<file path="src/hw/rtl/dht_addmod.sv">
// Shared modular adder: (a + b + cin) mod n for a, b below n.
module dht_addmod #(
  parameter int W = 11
) (
  input  logic [W-1:0] a,
  input  logic [W-1:0] b,
  input  logic         cin,
  input  logic [W-1:0] n,
  output logic [W-1:0] sum_mod
);

  logic [W:0] sum;

  assign sum     = {1'b0, a} + {1'b0, b} + {{W{1'b0}}, cin};
  assign sum_mod = (sum >= {1'b0, n}) ? W'(sum - {1'b0, n}) : W'(sum);

endmodule

</file>
<file path="config.mk">
export PLATFORM = sky130hd
export DESIGN_NAME = dht_addmod
export DESIGN_NICKNAME = d
export VERILOG_FILES = /design/src/hw/rtl/dht_addmod.sv
export SDC_FILE = /design/constraint.sdc
export NUM_CORES = 1
export LEC_CHECK = 0
export BUFFER_PORTS_ARGS = -buffer_cell sky130_fd_sc_hd__buf_2
export CAP_MARGIN = 10
export CORE_MARGIN = 2
export CORE_UTILIZATION = 45
export DETAILED_ROUTE_END_ITERATION = 10
export PLACE_DENSITY = 0.74
export SYNTH_ARGS = -nofsm -noshare
export SYNTH_HDL_FRONTEND = slang
export SYNTH_SLANG_ARGS = --single-unit
export TNS_END_PERCENT = 5
</file>
<file path="constraint.sdc">
create_clock -name vclk -period 5.65
set_clock_uncertainty 0.2 [all_clocks]
set_input_delay 0.565 -clock vclk [all_inputs]
set_output_delay 0.565 -clock vclk [all_outputs]
set_load 0.02 [all_outputs]
</file>
## Word-level counts from Yosys, hierarchy flattened

Index checks and enable logic that the tools add are counted.

- Bits in latches: 0
- Memories: 0
- Bits in read-only memories: 0
- Register bits: 0
- Logic and storage cells: 5
- Output and inout bits: 11
- Input bits: 34
- Bits in writable memories: 0

- Reductions and logical operators: 0
- $mul: 0
- Bitwise operators: 0
- Add/sub/neg operators: 3
- Multiplexer cells: 1
- Magnitude comparators: 1
- Shift operators: 0
- Div/mod/pow operators: 0
- Equality and inequality tests: 0

Operators with widths:

| kind | count |
|---|---|
| 11-bit by 11-bit adder with 12-bit output | 1 |
| 12-bit by 1-bit adder with 12-bit output | 1 |
| 12-bit by 11-bit greater-or-equal comparator with 1-bit output | 1 |
| 11-bit two-way mux | 1 |
| 11-bit subtractor | 1 |

## Logic depth before layout (Yosys ltp)

- Depth after elaboration: 4
- Gate-level depth with buffers: 14
- Depth with buffers taken out: 14

## Worst setup path before layout

Ideal clock, no wire load.

- Kind: in2out
- Start point: input a[0]
- End point: output sum_mod[0]
- Cell stages on the path: 14
- Arrival: 3.992 ns
- Path buffers: 1
- Path slack: 0.893 ns
- Cell sequence: fa_1 > fa_1 > a211oi_1 > nor2_1 > o21a_1 > o22a_1 > xor2_1 > ha_1 > o21a_1 > o21ai_0 > a31oi_1 > a311oi_2 > buf_6 > mux2i_1

- Word-level cells in the longest chain between the ends: 4
- Elaborated cells on any way between the ends: 5
- Those cells by class: add/sub (3); order compare (1); mux (1)

Ends and longest elaborated chain:

| element | RTL line | source |
|---|---|---|
| from (decl) | 5 | `input logic [W-1:0] a,` |
| 11-bit by 11-bit adder with 12-bit output (*) | 14 | `assign sum = {1'b0, a} + {1'b0, b} + {{W{1'b0}}, cin};` |
| 12-bit by 1-bit adder with 12-bit output (*) | 14 |  |
| 11-bit subtractor / 12-bit by 11-bit greater-or-equal comparator with 1-bit output (equally long branches) | 15 | `assign sum_mod = (sum >= {1'b0, n}) ? W'(sum - {1'b0, n}) : W'(sum);` |
| 11-bit two-way mux (*) | 15 |  |
| to (decl) | 9 | `output logic [W-1:0] sum_mod` |

Mark *: on every way between the ends. The rest lies on a longest branch, timed or not.

## Final worst setup path

- Start point: input a[0]
- End point: output sum_mod[4]

The elaborated chain is that of the path after synthesis.

==> summary.txt <==
Timing
  • Highest achievable clock rate: 191.8 MHz
  • Share of the clock period used by the worst path: 92.28%
  • Final setup slack of the worst path: 436.4 ps
  • Final setup violation count: 0
  • RSZ-0062 raised after global routing: no
  • Final Max Slew Viols: 0
  • Relative slew slack: 69.00%
  • Final min period: 5214 ps
  • Final hold violation count: 0
  • Transition time at the pin with the least slew margin: 460.1 ps
  • Setup TNS: 0 ps

Place
  • Placer's final routability congestion estimate: 0.8410
  • Number of cells in the design after placement: 212
  • Buffers on Ports: 45
  • Post-detail-place hpwl: 2382 µm
  • Place WS: 447.5 ps

Floorplanning
  • Core footprint: 0.002477 mm²
  • Initial Util: 47.42%
  • Count of pins on the block boundary: 45
  • Horiz. Die Dim: 55.10 µm
  • Row cnt: 18
  • Die area: 0.003035 mm²
  • Vertical extent of the die: 55.10 µm

Final layout
  • Total Nets Final: 242
  • Flip-flop and latch count: 0
  • Commonest non-fill, non-tap cells in the layout: sky130_fd_sc_hd__buf_2 (45), sky130_fd_sc_hd__ha_1 (21), sky130_fd_sc_hd__inv_1 (15)
  • Storage cell area: 0 µm²
  • Clkbuf count: 0
  • Layout cell share with drive strength beyond 1: 36.26%
  • Post-layout instance count excluding filler cells: 212
  • Layout overhead on the synthesized area: 22.05%
  • Antenna diode count: 0
  • Most common library cell in the layout ignoring fill and taps: sky130_fd_sc_hd__buf_2

Logic synthesis
  • Synthesized netlist cell count: 137
  • Post-synthesis net count: 195
  • Count of distinct cell types in the synthesized netlist: 40
  • Post-synthesis instance area: 0.001175 mm²
  • Largest area contributor in the synthesized netlist: sky130_fd_sc_hd__ha_1
  • Seq/Total Area, Yosys: 0%
  • Fraction of post-synthesis cell area in the top cell type by area: 22.36%
  • Mean cell area of the mapped netlist: 8.576 µm²
  • Biggest area contributors in the synthesized netlist: sky130_fd_sc_hd__ha_1 (22%), sky130_fd_sc_hd__mux2_4 (12%), sky130_fd_sc_hd__xnor2_1 (6.7%), sky130_fd_sc_hd__xor2_1 (5.2%), sky130_fd_sc_hd__fa_1 (5.1%)
  • YS warnings: 0

Routing
  • First-pass DRT Iterations: 4
  • Avg Vias per Cell: 5.448
  • Iteration-0 DRC Markers: 17
  • Antenna-violating nets left: 0
  • Overall via count from detail_route: 1155
  • Remaining design rule violation count: 0
  • Average routed wire per standard cell: 12.56 µm
  • Post-detailed-routing wire length: 2663 µm

Pwr
  • Total power draw: 394.6 µW
  • Lkg Pwr: 0.0007497 µW
  • Max rail drop VDD: 0.0001669 V
  • Power density relative to cell area: 275.2 mW/mm²

Worst setup path
  • Critical path startpoint category: primary input
  • Kind of capture point of the worst setup path: output pin
  • CP startpoint: a[0]
  • Biggest fanout along the worst timing path: 10
  • Critical Path Sink: sum_mod[4]
  • Critical Setup Path Class: primary input to output pin
  • Required time at the endpoint of the critical path: 4890 ps
  • Arrival time at the worst endpoint: 4450 ps

Clock tree
  • Number of gates resized after CTS: 0
  • Post-cts hold buffer count: 0
  • Total setup buffers inserted after CTS: 0

Global routing
  • Number of global-route vias before repair: 1015
  • Largest net degree at the start of global routing: 11
  • Wire length of the first global-routing pass: 4222 µm
  • Number of antenna violations at the first check in global routing: 0
  • Total routing usage reported by global routing: 18.20%
  • Total gr overflow: 0

Run status
  • Status: finished, final reports clean

Worst hold path
  • Min-Delay Startpoint: n[0]
  • Type of the tightest min-delay check: primary input to output pin

Flow run
  • Max_cap viols: 0
[layout make-up]
cell class | instances | area, µm²
Tap cell | 30 | 37.54
Inverter | 15 | 56.30
Timing Repair Buffer | 46 | 232.7
Multi-Input combinational cell | 121 | 1107
Fill cell | 243 | 1044
[Yosys cell counts (2+ instances only)]
cell and number:
sky130_fd_sc_hd__or3_1 2, sky130_fd_sc_hd__o21ai_0 4, sky130_fd_sc_hd__nor2_1 8, sky130_fd_sc_hd__xor2_1 7, sky130_fd_sc_hd__a211oi_1 2, sky130_fd_sc_hd__inv_1 15, sky130_fd_sc_hd__nor3_1 2, sky130_fd_sc_hd__a21oi_1 9
sky130_fd_sc_hd__fa_1 3, sky130_fd_sc_hd__nand4_1 3, sky130_fd_sc_hd__nand2_1 2, sky130_fd_sc_hd__o21a_1 6, sky130_fd_sc_hd__ha_1 21, sky130_fd_sc_hd__a21o_1 6, sky130_fd_sc_hd__xnor2_1 9, sky130_fd_sc_hd__a31oi_1 2
sky130_fd_sc_hd__mux2_4 9, sky130_fd_sc_hd__a21oi_4 2, sky130_fd_sc_hd__o21bai_1 3, sky130_fd_sc_hd__mux2_2 2
[layer usage]
layer,GRT usage (%),part of all wire [%]
met3,0,4.2
met1,23.67,43
met2,35.52,53
met4,0,0
met5,0,0
[worst max-delay path, cell delays in order]
cell                       delay (ps)
sky130_fd_sc_hd__buf_2            110
sky130_fd_sc_hd__fa_1             490
sky130_fd_sc_hd__fa_1             440
sky130_fd_sc_hd__a211oi_1         310
sky130_fd_sc_hd__nor2_1           110
sky130_fd_sc_hd__o21a_1           190
sky130_fd_sc_hd__o22a_1           180
sky130_fd_sc_hd__xor2_1           160
sky130_fd_sc_hd__ha_1             370
sky130_fd_sc_hd__o21a_1           220
sky130_fd_sc_hd__o21ai_0          170
sky130_fd_sc_hd__a31oi_1           80
sky130_fd_sc_hd__a311oi_2         300
sky130_fd_sc_hd__buf_4            280
sky130_fd_sc_hd__mux2_4           310
sky130_fd_sc_hd__buf_2            160
[worst min path at each step]
stage	endpoint	slack, ps	depth (start not counted)
global placement	sum_mod[0]	1360	4
floorplan	sum_mod[0]	1210	2
finish	sum_mod[0]	1380	4
detailed placement	sum_mod[0]	1390	4
global route	sum_mod[0]	1400	4
CTS	sum_mod[0]	1390	4
[cells by family after synthesis]
kind of cell / Yosys count / share of synthesized area (%)
compound gates: 47 / 30.88
mux: 12 / 14.27
simple gates: 22 / 9.693
fa+ha+maj: 24 / 27.48
xor+xnor: 16 / 11.93
buf+inv: 16 / 5.750
[power by group]
group / internal [µW] / leakage, µW / switching [µW]
Combinational: 189 / 0.000750 / 205
Clock: 0 / 0 / 0
Sequential: 0 / 0 / 0
Total: 189 / 0.000750 / 205
[stage by stage]
stage          hold WS [ps]  util (%)  instance area (µm²)
6_report               1377     57.88                 1434
5_1_grt                1399     57.88                 1434
4_1_cts                1387     57.88                 1434
3_5_place_dp           1387     57.88                 1434
3_3_place_gp           1361     57.88                 1434
2_1_floorplan          1207         -                 1175
Power figures use the tool's default switching activity.
